$ cat config.mk
export PLATFORM = sky130hd
export DESIGN_NAME = ptmck_lane
export DESIGN_NICKNAME = d
export VERILOG_FILES = /design/src/rtl/ptmck_pkg.sv /design/src/rtl/ptmck_lane.sv
export SDC_FILE = /design/constraint.sdc
export NUM_CORES = 2
export LEC_CHECK = 0
export ABC_AREA = 1
export BUFFER_PORTS_ARGS = -buffer_cell sky130_fd_sc_hd__buf_2
export CORE_MARGIN = 3
export CORE_UTILIZATION = 50
export DETAILED_ROUTE_END_ITERATION = 12
export GPL_TIMING_DRIVEN = 0
export PLACE_DENSITY = 0.66
export SETUP_SLACK_MARGIN = 0.4
export SLEW_MARGIN = 10
export SYNTH_ARGS = -nofsm -noshare
export SYNTH_HDL_FRONTEND = slang
export SYNTH_SLANG_ARGS = --single-unit
$ cat constraint.sdc
create_clock -name clock -period 14.8 [get_ports clock]
set_clock_uncertainty 0.1 [all_clocks]
set_input_delay 1.48 -clock clock [delete_from_list [all_inputs] [get_ports clock]]
set_output_delay 1.48 -clock clock [all_outputs]
set_load 0.01 [all_outputs]
$ cat src/rtl/ptmck_pkg.sv
// ----------------------------------------------------------------------------
// ptmck_pkg: shared types and constants for the Morton cell key block
// Register map, pipeline control bundle and fixed field widths.
// ----------------------------------------------------------------------------
package ptmck_pkg;

   localparam int DEF_COORD_WIDTH = 32;
   localparam int DEF_MAX_HEIGHT  = 21;

   localparam int KEY_WIDTH       = 64;
   localparam int CFG_DATA_WIDTH  = 32;
   localparam int SCALE_WIDTH     = 32;
   localparam int HEIGHT_WIDTH    = 5;
   localparam int KEY_POS_WIDTH   = 6;
   localparam int CSR_INDEX_WIDTH = 3;
   localparam int AXIS_COUNT      = 3;

   localparam logic [CFG_DATA_WIDTH-1:0] SCALE_RESET  = 32'd65536;
   localparam logic [HEIGHT_WIDTH-1:0]   HEIGHT_RESET = 5'd10;

   typedef enum logic [CSR_INDEX_WIDTH-1:0] {
      CSR_MIN_X       = 3'd0,
      CSR_MIN_Y       = 3'd1,
      CSR_MIN_Z       = 3'd2,
      CSR_CELL_SCALE  = 3'd3,
      CSR_TREE_HEIGHT = 3'd4
   } csr_reg_type;

   // load enables of the four pipeline stages
   typedef struct packed {
      logic s1_en;
      logic s2_en;
      logic s3_en;
      logic s4_en;
   } pipe_ctl_type;

endpackage

$ cat src/rtl/ptmck_lane.sv
// ----------------------------------------------------------------------------
// ptmck_lane: one axis of the cell index datapath
// Offset from box minimum, fixed-point scale, floor and clamp to 0..2^h-1.
// ----------------------------------------------------------------------------
module ptmck_lane import ptmck_pkg::*; #(
   parameter int COORD_WIDTH = DEF_COORD_WIDTH,
   parameter int MAX_HEIGHT  = DEF_MAX_HEIGHT
) (
   input  logic                      clock,
   input  pipe_ctl_type              ctl,
   input  logic [COORD_WIDTH-1:0]    coord,
   input  logic [CFG_DATA_WIDTH-1:0] min_val,
   input  logic [SCALE_WIDTH-1:0]    scale,
   input  logic [HEIGHT_WIDTH-1:0]   height_eff,
   output logic [MAX_HEIGHT-1:0]     idx,
   output logic                      clamp
);

   localparam int HI_W   = (COORD_WIDTH > 32) ? COORD_WIDTH - 32 : 1;
   localparam int HI_P_W = HI_W + 32;
   localparam int IDX_W  = HI_W + 33;

   // stage 1: signed difference, one bit wider than the coordinate
   logic [COORD_WIDTH+31:0] min_wide;
   logic [COORD_WIDTH-1:0]  min_cw;
   logic [COORD_WIDTH:0]    diff_in, diff_ff;

   assign min_wide = (COORD_WIDTH+32)'(min_val);
   assign min_cw   = min_wide[COORD_WIDTH-1:0];
   assign diff_in  = {coord[COORD_WIDTH-1], coord} - {min_cw[COORD_WIDTH-1], min_cw};

   always_ff @(posedge clock) begin
      if (ctl.s1_en) begin
         diff_ff <= diff_in;
      end
   end

   // stage 2: offset split into a low 32-bit and a high slice, each times the scale
   logic [63:0]        d_pad;
   logic [63:0]        lo_in, lo_ff;
   logic [HI_P_W-1:0]  hi_in, hi_ff;
   logic               neg_ff;

   assign d_pad = 64'(diff_ff[COORD_WIDTH-1:0]);
   assign lo_in = 64'(d_pad[31:0]) * 64'(scale);
   assign hi_in = HI_P_W'(d_pad[HI_W+31:32]) * HI_P_W'(scale);

   always_ff @(posedge clock) begin
      if (ctl.s2_en) begin
         lo_ff  <= lo_in;
         hi_ff  <= hi_in;
         neg_ff <= diff_ff[COORD_WIDTH];
      end
   end

   // stage 3: floor (drop 32 fraction bits) and clamp
   logic [IDX_W-1:0]      sum;
   logic [IDX_W-1:0]      max_idx;
   logic [MAX_HEIGHT-1:0] idx_in, idx_ff;
   logic                  clamp_in, clamp_ff;

   assign sum     = IDX_W'(hi_ff) + IDX_W'(lo_ff[63:32]);
   assign max_idx = (IDX_W'(1) << height_eff) - IDX_W'(1);

   always_comb begin
      priority if (scale == '0) begin
         idx_in   = '0;
         clamp_in = 1'b0;
      end else if (neg_ff) begin
         idx_in   = '0;
         clamp_in = 1'b1;
      end else if (sum > max_idx) begin
         idx_in   = max_idx[MAX_HEIGHT-1:0];
         clamp_in = 1'b1;
      end else begin
         idx_in   = sum[MAX_HEIGHT-1:0];
         clamp_in = 1'b0;
      end
   end

   always_ff @(posedge clock) begin
      if (ctl.s3_en) begin
         idx_ff   <= idx_in;
         clamp_ff <= clamp_in;
      end
   end

   assign idx   = idx_ff;
   assign clamp = clamp_ff;

endmodule

==> metrics.yaml <==
start_kind: "input port"
final_common_cell: "inv_1"
gr-usage-all-layers_pct: 36.0
core_um2: 82400
ant_nets: 0
hold_viol: 0
avgSynthCellArea_um2: 7.48
regToRegSetupSlack_ns: 6.51
drive_gt1_share_pct: 2.71
final_cell_mix: "inv_1 (1717), nand2_1 (1536), fa_1 (896)"
place.gp.congestion: 1.02
post_dp_cell_area_um2: 43600
slowest_stage: "clkbuf_1"
clockRootBuffer: "clkbuf_16"
rsz0062_at_grt: "false"
path_clk_slew_ns: 0.09
start_util_pct: 50.7
vias: 36500
cts_hold_buf: 0
grt_overflow_total: 0
setup_viol: 0
tightest_slew_ns: 1.30
multi_input_comb_area_um2: 31700
synthesis.yosys.warnings: 0
cts_resized: 0
grt_pass1_vias: 36900
min_path_type: "reg -> reg"
clk_path_buf_depth: 2
fin_area_um2: 43900
cts.sinks: 88
fmax_ghz: 0.106
synthTopCellsByArea: "fa_1 (43%), inv_1 (15%), nand2_1 (14%), ha_1 (9.7%), edfxtp_1 (6.3%)"
crit_fanout: 10
port-buffer-count: 92
synth_seq_cells: 88
finalCritPeriodShare_pct: 63.8
synth_nets: 6908
grt_pass1_wl_um: 227000
critical_path_class: "in -> reg"
synth_top_cell_by_area: "fa_1"
status: "finished, final reports clean"
wl_um: 152000
final.setup.tns_ns: 0
yosys.cell_types.count: 43
slew_headroom_pct: 13.1
crit_path_end_kind: "register"
first_pass_iters: 6
ys_seq_area_share_pct: 6.33
final-max-slew-violation-count: 0
drc: 0
antenna_found_initial: 3
ff_latch_area_um2: 2640
path_common_cell: "fa_1"
io_pins: 128
row_count: 105
syn-cell-area_um2: 41800
critPathRequiredTime_ns: 14.84
htreeDepth: 3
path_cells: "clkbuf_1, clkbuf_1, nand2_1, fa_1, inv_1, fa_1, inv_1, fa_1, fa_1, inv_1, fa_1, fa_1, fa_1, fa_1, ha_1, nand2_1, nor2_1, inv_1, nor2_1, nand3_1, o21ai_0, nand2_1, nand3_1, nand2_1"
postCtsSetupBuffers: 0
grt_max_degree: 34
cts-buffers-inserted: 9
final.min_clock_period_ns: 9.45
maxCapViolCount: 0
cts_tree: "built"
drt-wirelength-per-cell_um: 22.5
fillers: 8235
die_w_um: 295
nets: 7011
die_area_um2: 87000
synthCells: 5581
arrival_ns: 9.49
areaGrowthSynthToFinish_pct: 5.03
die_y_um: 295
clock_latency_ns: 0.41
dp_hpwl_um: 130000
drtIter0Drc: 3687
viasPerCell: 5.40
max_stage_delay_ns: 0.95
yosysTopAreaCellShare_pct: 42.9
## stage by stage
step	hold WS (ns)	setup slack (ns)	instances	util [%]
final	0.561	5.35	6761	53.3
after global routing	0.600	5.20	6759	53.3
after CTS	0.566	5.56	6759	53.3
after detailed placement	0.536	5.16	6743	52.9
after global placement	0.535	5.19	6743	52.9
after floorplan	0.300	7.06	5581	-
## kinds of logic (layout without fill, tap and decap cells)
kind of cell | after synthesis | in the layout | synth area share (%)
AO/OA/AOI/OAI | 277 | 277 | 3.61
other | 1 | 3 | 0.00898
AND/OR/NAND/NOR | 1994 | 1994 | 18.9
buffers and inverters | 1960 | 2068 | 17.7
flip-flops | 88 | 88 | 6.33
XOR/XNOR | 40 | 40 | 0.839
adder cells (fa/ha/maj) | 1221 | 1221 | 52.7
## cell type report
type	count	share of cell area, %
multi-input cells	3533	72.4
inverters	1726	14.8
flip-flops and latches	88	6.02
well taps	1070	3.05
plain buffers	234	2.06
repair buffers	92	1.05
clock buffers	9	0.513
clock inverters	7	0.160
diodes	2	0.0114
## worst paths after layout
kind	startpoint	to	depth (start not counted)
setup / recovery	scale[18]	lo_ff[58]	24
hold / removal	lo_ff[46]	idx[14]	2
setup reg to reg	diff_ff[17]	lo_ff[58]	23
hold reg to reg	lo_ff[46]	idx[14]	2
## cell usage after synthesis (all sizes together)
library cell / instances
ha: 325
clkbuf: 223
or2: 1
inv: 1726
nor2: 286
o2111ai: 1
nor3b: 1
o22ai: 1
o21ai: 92
nor4: 12
nand3b: 3
nand2: 1544
nand4: 28
a21oi: 136
a21o: 6
a31oi: 7
or3: 1
nor3: 15
conb: 1
o21bai: 14
o211ai: 3
nand3: 103
buf: 11
fa: 896
edfxtp: 88
o41ai: 1
xor2: 30
xnor2: 10
a21boi: 5
o21a: 11
## routing by layer
layer | vias to the layer above | part of all wire (%) | track usage (%)
met4 | 4 | 7.4 | 20.9
met3 | 472 | 11 | 7.70
li1 | 16000 | - | -
met5 | - | 0.016 | 0
met2 | 2029 | 42 | 54.2
met1 | 18000 | 39 | 48.3
## state kept, by name (all words and copies together) (netlist names)
name / count
lo_ff: 32
idx: 21
clamp: 1
neg_ff: 1
diff_ff: 33
## worst max-delay path: cells and delay by family
kind                       cells  cell delay, ns
AOI/OAI and AO/OA              1            0.60
buffers and inverters          6            1.94
adders and majority gates      9            4.29
and+or+nand+nor                8            1.17
Power is left out: the tool's default activity adds up to more than one toggle a clock period on the data nets, which glitch-free logic cannot reach.
