**src/rtl/ptmck_pkg.sv**
```systemverilog
// ----------------------------------------------------------------------------
// ptmck_pkg: shared types and constants for the Morton cell key block
// Register map, pipeline control bundle and fixed field widths.
// ----------------------------------------------------------------------------
package ptmck_pkg;

   localparam int DEF_COORD_WIDTH = 32;
   localparam int DEF_MAX_HEIGHT  = 21;

   localparam int KEY_WIDTH       = 64;
   localparam int CFG_DATA_WIDTH  = 32;
   localparam int SCALE_WIDTH     = 32;
   localparam int HEIGHT_WIDTH    = 5;
   localparam int KEY_POS_WIDTH   = 6;
   localparam int CSR_INDEX_WIDTH = 3;
   localparam int AXIS_COUNT      = 3;

   localparam logic [CFG_DATA_WIDTH-1:0] SCALE_RESET  = 32'd65536;
   localparam logic [HEIGHT_WIDTH-1:0]   HEIGHT_RESET = 5'd10;

   typedef enum logic [CSR_INDEX_WIDTH-1:0] {
      CSR_MIN_X       = 3'd0,
      CSR_MIN_Y       = 3'd1,
      CSR_MIN_Z       = 3'd2,
      CSR_CELL_SCALE  = 3'd3,
      CSR_TREE_HEIGHT = 3'd4
   } csr_reg_type;

   // load enables of the four pipeline stages
   typedef struct packed {
      logic s1_en;
      logic s2_en;
      logic s3_en;
      logic s4_en;
   } pipe_ctl_type;

endpackage

```
**src/rtl/ptmck_merge.sv**
```systemverilog
// ----------------------------------------------------------------------------
// ptmck_merge: key assembly and output register
// Interleaves the three axis indices (x, y, z, MSB first) under a leading one.
// ----------------------------------------------------------------------------
module ptmck_merge import ptmck_pkg::*; #(
   parameter int MAX_HEIGHT = DEF_MAX_HEIGHT
) (
   input  logic                    clock,
   input  pipe_ctl_type            ctl,
   input  logic [MAX_HEIGHT-1:0]   idx_x,
   input  logic [MAX_HEIGHT-1:0]   idx_y,
   input  logic [MAX_HEIGHT-1:0]   idx_z,
   input  logic [AXIS_COUNT-1:0]   clamp,
   input  logic [HEIGHT_WIDTH-1:0] height_eff,
   output logic [KEY_WIDTH-1:0]    cell_key,
   output logic                    clamped
);

   logic [AXIS_COUNT*MAX_HEIGHT-1:0] interleaved;
   logic [KEY_POS_WIDTH-1:0]         lead_pos;
   logic [KEY_WIDTH-1:0]             key_in, key_ff;
   logic                             clamped_ff;

   // index bits at or above the height are zero after the clamp
   always_comb begin
      for (int b = 0; b < MAX_HEIGHT; b++) begin
         interleaved[AXIS_COUNT*b+2] = idx_x[b];
         interleaved[AXIS_COUNT*b+1] = idx_y[b];
         interleaved[AXIS_COUNT*b]   = idx_z[b];
      end
   end

   assign lead_pos = KEY_POS_WIDTH'(AXIS_COUNT) * KEY_POS_WIDTH'(height_eff);
   assign key_in   = KEY_WIDTH'(interleaved) | (KEY_WIDTH'(1) << lead_pos);

   always_ff @(posedge clock) begin
      if (ctl.s4_en) begin
         key_ff     <= key_in;
         clamped_ff <= |clamp;
      end
   end

   assign cell_key = key_ff;
   assign clamped  = clamped_ff;

endmodule

```
**config.mk**
```make
export PLATFORM = sky130hd
export DESIGN_NAME = ptmck_merge
export DESIGN_NICKNAME = d
export VERILOG_FILES = /design/src/rtl/ptmck_pkg.sv /design/src/rtl/ptmck_merge.sv
export SDC_FILE = /design/constraint.sdc
export NUM_CORES = 1
export LEC_CHECK = 0
export ABC_AREA = 1
export BUFFER_PORTS_ARGS = -buffer_cell sky130_fd_sc_hd__buf_4
export CELL_PAD_IN_SITES_DETAIL_PLACEMENT = 1
export CELL_PAD_IN_SITES_GLOBAL_PLACEMENT = 1
export CORE_MARGIN = 2
export CORE_UTILIZATION = 35
export CTS_BUF_LIST = sky130_fd_sc_hd__clkbuf_2
export CTS_CLUSTER_DIAMETER = 100
export DETAILED_ROUTE_END_ITERATION = 6
export GPL_ROUTABILITY_DRIVEN = 0
export GPL_TIMING_DRIVEN = 0
export PLACE_DENSITY_LB_ADDON = 0.05
export SYNTH_ARGS = -nofsm -noshare
export SYNTH_HDL_FRONTEND = slang
export SYNTH_SLANG_ARGS = --single-unit
export TNS_END_PERCENT = 50
```
**constraint.sdc**
```tcl
create_clock -name clock -period 2.5 [get_ports clock]
set_input_delay 0.5 -clock clock [delete_from_list [all_inputs] [get_ports clock]]
set_output_delay 0.5 -clock clock [all_outputs]
set_load 0.1 [all_outputs]
```
==> results.txt, run 1 <==
Status - finished clean
Total GRT Usage - 0.196
Clock Sinks - 65
Syn_nets - 408
Area contributors post-synth - edfxtp_1 62%, nand3_1 12%, nand2_1 9.2%
Root Driver - clkbuf_2
Clock-pin slew on the worst setup and hold paths - 0.20 ns
Synth top area share - 0.623
Post-layout nets - 556
Multi-input gate area - 826 sq um
Crit path time final - 1.91 ns
Synth-to-layout area growth - 40.2%
Setup TNS - 0 ns
Vias - 2,784
Max FO, Critical Path - 9
Vias in the first global route - 2,857
CTS tree - done
WHS - 0.230 ns
Arrival time worst endpoint - 2.28 ns
Static leakage - 2.21 nW
Critical path's largest stage delay - 0.50 ns
DR DRC count - 0
Die area - 0.00973 sq mm
Fin. Hold Viols - 0
CP max stage cell - fa_1
RSZ-0062 raised after global routing - no
Vias/cell - 4.73
Power density over cell area - 712 mW/mm^2
Synth Area in Adders - 0.0184
Number of buffers created by CTS - 9
Main combinational cell family by area after synthesis - simple AND/OR/NAND/NOR gates
CTS resizes - 0
# IOs - 141
First-pass GRT wire length - 14,700 um
Largest net degree at the start of global routing - 66
Timing-limited maximum frequency - 0.522 GHz
Mux contribution to synthesized area - 0
Initial core utilization - 0.359
Final max-slew violation count - 0
Filler instances - 1,051
Die X-Extent - 98.6 um
Post-Synth XOR/XNOR Area - 0.00519
Ys Warns - 0
Crit path kind - in2reg
CTS Hold Bufs - 0
Initial DRC Count - 93
Compound-Gate Fraction of Synth Area - 0.00319
Register Area - 0.00195 sq mm
Core Area - 0.00872 sq mm
Critical Path RT - 2.87 ns
Cell count after synthesis - 328
Fin crit share - 0.766
Max-capacitance violation count - 0
# port buffers - 137
Remaining antenna violation count - 0
Slew HR - 0.424
Critical path launch point type - primary input
Routed WL per cell - 15.7 um
Antenna violations before repair - 0
Seq/Total Area, Yosys - 0.623
Layout cell share with drive strength beyond 1 - 0.346
Antenna cells - 0
Final wirelength - 9260 um
Overflow after GRT - 0
Worst setup EP type - flop
# rows - 34
Dominant cell type by area after synthesis - edfxtp_1
Hold Crit Class - in2reg
Mapped Area - 0.00313 sq mm
Simple-Gate Fraction of Synth Area - 0.237
Setup violations, final - 0
Die H - 98.6 um
CP bufs+invs - 3
Yosys cell types - 14
Crit path launch - height_eff[1]
#FFs+latches synth - 65
Syn_area_per_cell - 9.56 sq um
Dpl hpwl - 6910 um
Maximum VDD drop - 268 uV
Crit path max-delay family - simple AND/OR/NAND/NOR gates
Worst hold start - idx_x[20]
H-tree Lvls - 3
Post-CTS Setup Repair Bufs - 0
Clk buf depth - 2
Cell Chain, Critical Path - buf_4 > inv_1 > fa_1 > xnor2_2 > inv_2 > nor2_1 > nand3_1 > nand2_1
Worst-Margin Slew - 0.864 ns
DR pass1 iterations - 5
==> worst min-delay path, cell delays in order <==
cell and delay, ns:
buf_4 0.08, inv_1 0.03, nand2_1 0.05
==> cell usage in the layout, fill, tap and decap left out <==
| cell | netlist | layout |
|---|---|---|
| xnor2_2 | 1 | 1 |
| nand3_1 | 74 | 74 |
| a21oi_1 | 2 | 2 |
| inv_2 | 1 | 1 |
| inv_1 | 72 | 72 |
| bufinv_16 | 0 | 1 |
| ha_1 | 3 | 3 |
| nor2_1 | 17 | 17 |
| edfxtp_1 | 65 | 65 |
| fa_1 | 1 | 1 |
| nand2_1 | 77 | 77 |
| or3_1 | 1 | 1 |
| nand2_2 | 2 | 2 |
| buf_4 | 9 | 146 |
| clkinv_2 | 0 | 2 |
| buf_2 | 3 | 3 |
| clkbuf_2 | 0 | 10 |
| clkinv_1 | 0 | 2 |
==> cells in the mapped netlist <==
cell type and count:
a21oi_1 2, buf_2 3, buf_4 9, edfxtp_1 65, fa_1 1, ha_1 3, inv_1 72, inv_2 1
nand2_1 77, nand2_2 2, nand3_1 74, nor2_1 17, or3_1 1, xnor2_2 1
==> state kept, by name, summed over array words and instances, names as in the netlist <==
signal / flops
clamped: 1
cell_key: 64
==> cell families after synthesis <==
kind of cell / Yosys count
buffers and inverters: 85
AND/OR/NAND/NOR: 171
XOR/XNOR: 1
adder cells (fa/ha/maj): 4
flip-flops: 65
AO/OA/AOI/OAI: 2
==> stage by stage <==
| stage | setup slack [ns] | area [sq um] | std cells | power [mW] | utilization |
|---|---|---|---|---|---|
| after CTS | 0.616 | 4400 | 588 | 3.15 | 0.504 |
| after global placement | 0.131 | 4300 | 573 | 2.53 | 0.493 |
| after floorplan | 0.551 | 3130 | 328 | 2.21 | - |
| after detailed placement | 0.0714 | 4300 | 573 | 2.55 | 0.493 |
| after global routing | 0.424 | 4400 | 588 | 3.25 | 0.504 |
| final | 0.586 | 4400 | 588 | 3.13 | 0.504 |
==> routing by layer <==
metal | GRT usage | share of wire | vias to the layer above | routed length [um]
met4 | 0.0548 | 0.014 | 0 | 128
li1 | - | - | 1347 | -
met2 | 0.333 | 0.50 | 102 | 4640
met3 | 0.0560 | 0.073 | 11 | 672
met5 | 0 | 0 | - | 0
met1 | 0.244 | 0.41 | 1324 | 3820
==> where the power goes <==
group	leakage, nW	internal [mW]	switching, mW
Sequential	0.636	1.30	0.0269
Clock	0.0666	0.220	0.393
Combinational	1.50	0.265	0.924
==> cell type report <==
cell class,count,area share
flip-flops and latches,65,0.444
repair buffers,137,0.234
multi-input cells,178,0.188
inverters,73,0.0623
well taps,108,0.0307
plain buffers,12,0.0188
clock buffers,10,0.0114
clock inverters,5,0.0108
==> worst paths after layout <==
kind	endpoint	slack, ns	depth (start not counted)
hold / removal	cell_key[62]	0.23	3
setup / recovery	cell_key[8]	0.59	8
Power figures use the tool's default switching activity.
==> run 2: changes to the inputs <==
- ABC_AREA: 1 -> 0
- CORE_UTILIZATION: 35 -> 33
- clock period: 2.5 -> 1.63 ns (I/O delays scaled with it)
==> run 2 against run 1 <==
Effect of this change: first-iteration DRC count fell by 24%; sequential cell count did not move; utilization rose by 3.2 points; worst hold slack got worse by 0.15 ns; combinational power rose by 82%; wire length fell by 2.1%; via count fell by 17%; global-route usage fell by 0.66 points; design area rose by 4.8%; final cell count fell by 24%; synthesized area fell by 8.3%; critical endpoint is now cell_key[20].
==> results.txt, run 2 <==
Status - finished clean
Synth top area share - 0.679 (+0.0564)
Antenna cells - 0 (unchanged)
Max FO, Critical Path - 8 (-1)
Filler instances - 893 (-15%)
Mapped Area - 0.00287 sq mm (-8.3%)
Final max-slew violation count - 0 (unchanged)
# IOs - 141 (unchanged)
Initial core utilization - 0.334 (-0.0249)
Hold Crit Class - in2reg
Synth Area in Adders - 0.0200 (+0.00166)
CTS tree - done
Most frequent cells after synthesis - 65 x edfxtp_1, 63 x a31o_2, 6 x buf_2
Worst hold path stage count - 2 (-1)
Syn_nets - 260 (-36%)
EDFF count, synth - 65 (unchanged)
Vias - 2,314 (-17%)
Initial DRC Count - 71 (-24%)
Largest net degree at the start of global routing - 66 (unchanged)
Remaining antenna violation count - 0 (unchanged)
# rows - 34 (unchanged)
Number of flip-flops in the largest register - 64 (unchanged)
Final wirelength - 9060 um (-2.1%)
H-tree Lvls - 3 (unchanged)
Root Driver - clkbuf_2
Count leader, synth - edfxtp_1
Slew HR - 0.421 (-0.00374)
Setup TNS - 0 ns (unchanged)
Post-layout nets - 416 (-25%)
Setup violations, final - 0 (unchanged)
Dpl hpwl - 6170 um (-11%)
DR DRC count - 0 (unchanged)
Critical path endpoint - cell_key[20]
Vias in the first global route - 2,367 (-17%)
First-pass GRT wire length - 13,400 um (-9.3%)
RSZ-0062 raised after global routing - yes
Critical Path RT - 2.01 ns (-0.86 ns)
Die area - 0.00947 sq mm (-2.6%)
Antenna violations before repair - 0 (unchanged)
Commonest cells after routing, fill and taps aside - 147 x buf_4, 65 x edfxtp_1, 45 x a31o_2
Die H - 97.3 um (-1.3%)
CTS Hold Bufs - 0 (unchanged)
Area after DPL - 0.00432 sq mm (+0.44%)
Layout cell share with drive strength beyond 1 - 0.764 (+0.418)
Post-Synth XOR/XNOR Area - 0.0148 (+0.00961)
DR pass1 iterations - 4 (-1)
Dominant cell type by area after synthesis - edfxtp_1
Power density over cell area - 1080 mW/mm^2 (+51%)
Clock-pin slew on the worst setup and hold paths - 0.19 ns (about the same)
Compound-Gate Fraction of Synth Area - 0.205 (+0.201)
# port buffers - 136 (-0.73%)
Main combinational cell family by area after synthesis - compound AO/OA/AOI/OAI gates
Fin. Hold Viols - 0 (unchanged)
Maximum VDD drop - 395 uV (+47%)
Crit path kind - in2reg
Max-capacitance violation count - 0 (unchanged)
Crit path launch - height_eff[1]
Mux contribution to synthesized area - 0 (unchanged)
Fin crit share - 0.996
Vias/cell - 5.18 (+9.3%)
Ys Warns - 0 (unchanged)
Syn_area_per_cell - 16.0 sq um (+67%)
Worst setup EP type - flop
Final setup margin - 0.00626 ns (-0.580 ns)
Clock Sinks - 65 (unchanged)
Worst-Margin Slew - 0.869 ns (+0.00561 ns)
Total GRT Usage - 0.189 (-0.00663)
Yosys cell types - 28 (+14)
Crit path time final - 1.62 ns
Most common library cell in the layout ignoring fill and taps - buf_4
Seq/Total Area, Yosys - 0.679 (+0.0564)
Final core utilization - 0.536 (+0.0322)
#FFs+latches synth - 65 (unchanged)
Routed WL per cell - 20.3 um (+29%)
Overflow after GRT - 0 (unchanged)
Number of buffers created by CTS - 9 (unchanged)
Async set-reset flop share out of synthesis - 0 (unchanged)
Static leakage - 1.90 nW (-14%)
Timing-limited maximum frequency - 0.616 GHz
Setup WS pre-CTS - -0.828 ns (-0.899 ns)
Core Area - 0.00859 sq mm (-1.5%)
Synth-to-layout area growth - 60.3%
Area contributors post-synth - edfxtp_1 68%, a31o_2 19%, ha_1 1.3%
Cell count after synthesis - 180 (-45%)
Die X-Extent - 97.3 um (-1.3%)
Simple-Gate Fraction of Synth Area - 0.0448 (-0.192)
Clk buf depth - 2 (unchanged)
Synth Flop Type - edfxtp_1
Critical path launch point type - primary input
Post-route design area - 0.00461 sq mm (+4.8%)
Arrival time worst endpoint - 2.00 ns (-0.28 ns)
==> run 2: cell types whose count changed after synthesis, sizes merged, moves of 13 or more <==
cell   delta
nand2    -78
nand3    -74
inv      -71
a31o     +64
nor2     -13
==> run 2: layer usage <==
layer	up-vias	wire, um	GRT usage
met5	-	0	0
met2	80	4930	0.330
met1	1154	3540	0.224
met3	9	426	0.0381
met4	0	161	0.0865
li1	1071	-	-
==> run 2: where the power goes <==
| part | leakage [nW] | switching (mW) | internal, mW | total (mW) |
|---|---|---|---|---|
| Clock | 0.0485 | 0.575 | 0.169 | 0.744 |
| Sequential | 0.636 | 0.0398 | 2.00 | 2.04 |
| Combinational | 1.21 | 1.56 | 0.616 | 2.17 |
| Total | 1.90 | 2.17 | 2.78 | 4.96 |
==> run 2: per-stage QoR <==
step                hold WS (ns)  cells  power, mW
detailed placement         0.587    424       4.14
finish                    0.0797    447       4.96
CTS                       0.0311    442       4.93
global route              0.0179    447       5.14
global placement           0.585    424       4.12
floorplan                  0.438    180       3.58
==> run 2: repair_timing <==
action / in CTS / in global routing
gates resized for setup: 12 / 14
gates cloned: 0 / 1
setup endpoints to repair: 55 / 48
buffers inserted: 5 / 5
pin swaps: 6 / 4
==> run 2: layout make-up <==
type	count	area [sq um]	area share
Inverter	2	15.0	0.00326
Multi-Input combinational cell	97	1130	0.246
Tap cell	108	135	0.0293
Sequential cell	65	1950	0.424
Clock inverter	5	25.0	0.00543
Clock buffer	9	45.0	0.00977
Timing Repair Buffer	147	1140	0.248
Buffer	14	159	0.0345
==> run 2: worst min-delay path by stage <==
| stage | startpoint | endpoint | slack [ns] |
|---|---|---|---|
| after global placement | idx_z[0] | cell_key[0] | 0.58 |
| final | idx_z[5] | cell_key[15] | 0.08 |
| after detailed placement | idx_z[6] | cell_key[18] | 0.59 |
| after global routing | idx_x[7] | cell_key[23] | 0.02 |
| after floorplan | ctl[0] | cell_key[0] | 0.44 |
| after CTS | idx_x[7] | cell_key[23] | 0.03 |
==> run 2: worst max-delay path: stages <==
cell       delay [ns]
buf_4            0.12
clkbuf_16        0.16
nand2_4          0.07
fa_2             0.55
nor3_4           0.53
a31o_2           0.25
==> run 2: kinds of logic (layout without fill, tap and decap cells) <==
family                     Yosys count  count (layout)
buffers and inverters               18             177
and+or+nand+nor                     21              21
adders and majority gates            4               4
DFF                                 65              65
AOI/OAI and AO/OA                   68              68
xor gates and xnor gates             4               4
